$ cat config.mk
export PLATFORM = sky130hd
export DESIGN_NAME = rsnh_table
export DESIGN_NICKNAME = d
export VERILOG_FILES = /design/src/sv/ray_sphere_nearest_hit_assert.svh /design/src/sv/rsnh_pkg.sv /design/src/sv/rsnh_table.sv
export SDC_FILE = /design/constraint.sdc
export NUM_CORES = 2
export LEC_CHECK = 0
export ABC_AREA = 1
export BUFFER_PORTS_ARGS = -buffer_cell sky130_fd_sc_hd__clkbuf_2
export CORE_UTILIZATION = 40
export CTS_CLUSTER_SIZE = 40
export DETAILED_ROUTE_END_ITERATION = 7
export PLACE_DENSITY = 0.64
export SKIP_CTS_REPAIR_TIMING = 1
export SLEW_MARGIN = 0
export SYNTH_ARGS = -nofsm -noshare
export SYNTH_HDL_FRONTEND = slang
export SYNTH_SLANG_ARGS = --single-unit
export TNS_END_PERCENT = 30
$ cat constraint.sdc
create_clock -name clk -period 8.15 [get_ports clk]
set_input_delay 1.2225 -clock clk [delete_from_list [all_inputs] [get_ports clk]]
set_output_delay 1.2225 -clock clk [all_outputs]
set_load 0.03 [all_outputs]
$ cat src/sv/ray_sphere_nearest_hit_assert.svh
// Assertion macros shared by the ray/sphere nearest hit block.
`ifndef RAY_SPHERE_NEAREST_HIT_ASSERT_SVH
`define RAY_SPHERE_NEAREST_HIT_ASSERT_SVH

// Consequent must hold in the same cycle as the antecedent.
`define RSNH_ASSERT_SAME(lbl, ante, cons) \
    lbl: assert property (@(posedge clk) disable iff (!rst_n) (ante) |-> (cons)) \
        else $error("rsnh same-cycle check failed");

// Consequent must hold in the cycle after the antecedent.
`define RSNH_ASSERT_NEXT(lbl, ante, cons) \
    lbl: assert property (@(posedge clk) disable iff (!rst_n) (ante) |=> (cons)) \
        else $error("rsnh next-cycle check failed");

`endif

$ cat src/sv/rsnh_pkg.sv
// Package with types, constants and helper functions of the ray/sphere nearest hit block.
package rsnh_pkg;

    localparam int MAX_SPHERES = 16;
    localparam int IDX_W       = $clog2(MAX_SPHERES);
    localparam int CNT_W       = 5;
    localparam int SQRT_STEPS  = 29;
    localparam int DIV_STEPS   = 15;

    localparam logic [1:0] CFG_CAMERA_X     = 2'd0;
    localparam logic [1:0] CFG_CAMERA_Y     = 2'd1;
    localparam logic [1:0] CFG_CAMERA_Z     = 2'd2;
    localparam logic [1:0] CFG_SPHERE_COUNT = 2'd3;

    localparam logic CMD_LOAD  = 1'b0;
    localparam logic CMD_TRACE = 1'b1;

    typedef struct packed {
        logic signed [31:0] cx;
        logic signed [31:0] cy;
        logic signed [31:0] cz;
        logic        [30:0] r;
    } entry_t;

    typedef struct packed {
        logic             wr_en;
        logic [IDX_W-1:0] wr_addr;
        logic             rd_en;
        logic [IDX_W-1:0] rd_addr;
    } mem_ctrl_t;

    typedef enum logic [3:0] {
        S_IDLE,
        S_CHECK,
        S_READ,
        S_OC,
        S_MUL,
        S_SUM,
        S_HSQ,
        S_DISC,
        S_SQRT,
        S_ROOT,
        S_FIN,
        S_PMUL,
        S_PADD,
        S_DIV,
        S_NORM,
        S_DONE
    } state_t;

    function automatic logic signed [31:0] sat39(input logic signed [38:0] v);
        logic signed [31:0] res;
        if (v > 39'sd2147483647)
        begin
            res = 32'sh7fffffff;
        end
        else if (v < -39'sd2147483648)
        begin
            res = 32'sh80000000;
        end
        else
        begin
            res = v[31:0];
        end
        return res;
    endfunction

    function automatic logic signed [31:0] sat35(input logic signed [34:0] v);
        logic signed [31:0] res;
        if (v > 35'sd2147483647)
        begin
            res = 32'sh7fffffff;
        end
        else if (v < -35'sd2147483648)
        begin
            res = 32'sh80000000;
        end
        else
        begin
            res = v[31:0];
        end
        return res;
    endfunction

endpackage

$ cat src/sv/rsnh_table.sv
// Sphere table memory with one write port and one registered read port.
module rsnh_table
    import rsnh_pkg::*;
(
    input  logic      clk,
    input  mem_ctrl_t ctl,
    input  entry_t    wr_data,
    output entry_t    rd_data
);

    entry_t mem [MAX_SPHERES];
    entry_t rd_data_reg;

    always_ff @(posedge clk)
    begin
        if (ctl.wr_en)
        begin
            mem[ctl.wr_addr] <= wr_data;
        end
        if (ctl.rd_en)
        begin
            rd_data_reg <= mem[ctl.rd_addr];
        end
    end

    assign rd_data = rd_data_reg;

endmodule

==> results.sh <==
export IMPL_dpl_instance_area_sq_mm=0.09204
export IMPL_hold_start="mem[12][24]"
export IMPL_cts_inserted_buffers=214
export IMPL_nNetsFinal=8010
export IMPL_postSynthAreaPerCell_sq_um=11.39
export IMPL_tns_ns=0
export IMPL_die_h_um=471.3
export IMPL_clkSlewWorstSetupHoldPaths_ns=0.06
export IMPL_die_w_um=471.3
export IMPL_ys_seq_area_frac=0.7359
export IMPL_rows=171
export IMPL_setup_viol=0
export IMPL_wl_per_cell_um=20.77
export IMPL_maxSlewHeadroom=0.1679
export IMPL_outcome="finished, final reports clean"
export IMPL_cp_end_kind="flop"
export IMPL_layout_common_cells="nand2_1, edfxtp_1, nand3_1"
export IMPL_largest_register_ffs=2032
export IMPL_io_pins=265
export IMPL_final_common_cell="nand2_1"
export IMPL_start_util=0.4041
export IMPL_reg2reg_depth=5
export IMPL_core_area_sq_mm=0.2180
export IMPL_drv_cap=0
export IMPL_cts_tree="yes"
export IMPL_vias_per_cell=5.116
export IMPL_drv_slew=0
export IMPL_clk_latency_ns=0.86
export IMPL_synth_distinct_cells=14
export IMPL_skew_ns=0.03487
export IMPL_rrSetupSlack_ns=6.80
export IMPL_grt_overflow_total=0
export IMPL_synth_cells=7738
export IMPL_worstPathArrival_ns=4.09
export IMPL_r2r_end="rd_data[117]"
export IMPL_synth_seq_cells=2159
export IMPL_cts_root_buf="clkbuf_16"
export IMPL_hold_path_class="flop to flop"
export IMPL_portBuffers=264
export IMPL_timing_final_crit_share=0.4153
export IMPL_rsz0062_at_grt="false"
export IMPL_cp_required_ns=8.85
export IMPL_ant_nets=0
export IMPL_hold_depth=6
export IMPL_firstDrtPassIters=6
export IMPL_cts_buffer_depth=3
export IMPL_worst_slew_pin_slew_ns=1.248
export IMPL_fmax_mhz=295.4
export IMPL_ir_drop_v=0.0001912
export IMPL_rr_startpoint="mem[12][117]"
export IMPL_grt_max_degree=247
export IMPL_fin_crit_ns=3.385
export IMPL_worst_path_max_fanout=168
export IMPL_start_kind="input pin"
export IMPL_finalWirelength_um=226800
export IMPL_crit_type="input pin to flop"
export IMPL_drc=0
export IMPL_yosys_warnings=0
export IMPL_final_area_sq_mm=0.09896
export IMPL_die_area_sq_mm=0.2221
export IMPL_synthesis_area_sq_mm=0.08810
export IMPL_grt_usage=0.2036
export IMPL_dp_final_hpwl_um=106300
export IMPL_power_density_mw_per_mm2=240.0
export IMPL_grt_pass1_wl_um=340600
export IMPL_synthesis_nets=7876
export IMPL_antenna_found_initial=45
export IMPL_area_delta_synth_final_pct=12.32
export IMPL_vias=55850
export IMPL_hold_viol=0
export IMPL_min_to="rd_data[24]"
export IMPL_drive_above_1_share=0.08311
export IMPL_htree_levels=4
export IMPL_globalplace_congestion=0.7663
export IMPL_drtIter0Drc=4957
export IMPL_cts_sinks=2159
export IMPL_power_leakage_nw=39.28
export IMPL_grt_pass1_vias=54270
==> kinds of logic (layout without fill, tap and decap cells) <==
group                  count (synthesis)  count (layout)  synth area share
flip-flops                          2159            2159            0.7359
AND/OR/NAND/NOR                     4285            4285            0.2041
buffers and inverters               1294            1606           0.06000
other                                  0              13                 0
==> layer usage <==
| layer | vias to the layer above | part of all wire | track usage |
|---|---|---|---|
| li1 | 26120 | - | - |
| met1 | 27250 | 0.42 | 0.2675 |
| met2 | 2047 | 0.48 | 0.3421 |
| met3 | 400 | 0.072 | 0.03571 |
| met4 | 34 | 0.026 | 0.06450 |
| met5 | - | 0.00092 | 0 |
==> synthesized netlist by cell type (all sizes together) <==
cell / count / area share
nand2: 2783 / 0.12
nor2: 17 / 0.00072
nand3: 1456 / 0.083
clkbuf: 85 / 0.0036
inv: 873 / 0.037
nand3b: 2 / 0.00017
edfxtp: 2159 / 0.74
or2: 27 / 0.0019
buf: 336 / 0.019
==> worst max-delay path, cell delays in order <==
cell	delay [ns]
buf_8	0.36
buf_12	0.58
buf_4	0.88
nand2_1	0.17
nand3_1	0.14
nand3_1	0.07
nand2_1	0.12
nand2_1	0.05
nand2_1	0.12
==> where the power goes <==
part / switching [mW] / leakage (nW) / internal, mW
Clock: 4.15 / 3.35 / 5.55
Sequential: 0.0913 / 19.6 / 12.5
Combinational: 1.08 / 16.3 / 0.357
==> how the worst max path moves through the flow <==
stage          startpoint            to  slack, ns  depth (start not counted)
2_1_floorplan      ctl[7]    mem[10][0]       0.82                          2
6_report           ctl[0]  rd_data[126]       4.77                          9
5_1_grt            ctl[0]   rd_data[38]       4.64                          8
3_3_place_gp       ctl[0]   rd_data[49]       3.99                          8
4_1_cts            ctl[0]   rd_data[37]       4.90                          8
3_5_place_dp       ctl[0]   rd_data[36]       3.97                          8
==> layout make-up <==
type | count | area [sq um]
repair buffers | 339 | 2220
flip-flops and latches | 2159 | 64830
well taps | 2854 | 3571
diodes | 13 | 32.53
clock inverters | 130 | 1299
multi-input cells | 4285 | 18100
fillers | 19300 | 119100
clock buffers | 264 | 5585
inverters | 873 | 3316
==> per-stage QoR <==
| stage | power [mW] | hold slack (ns) | setup WS (ns) | std cells | util |
|---|---|---|---|---|---|
| final | 23.75 | 0.7096 | 4.765 | 10920 | 0.4539 |
| after global routing | 24.50 | 0.7404 | 4.639 | 10910 | 0.4538 |
| after CTS | 23.93 | 0.6795 | 4.898 | 10900 | 0.4537 |
| after detailed placement | 14.29 | 0.7003 | 3.965 | 10510 | 0.4222 |
| after global placement | 14.26 | 0.7023 | 3.989 | 10510 | 0.4222 |
| after floorplan | 13.72 | 0.6828 | 0.8194 | 7738 | - |
Note: power is estimated with default switching activity, not from simulation.
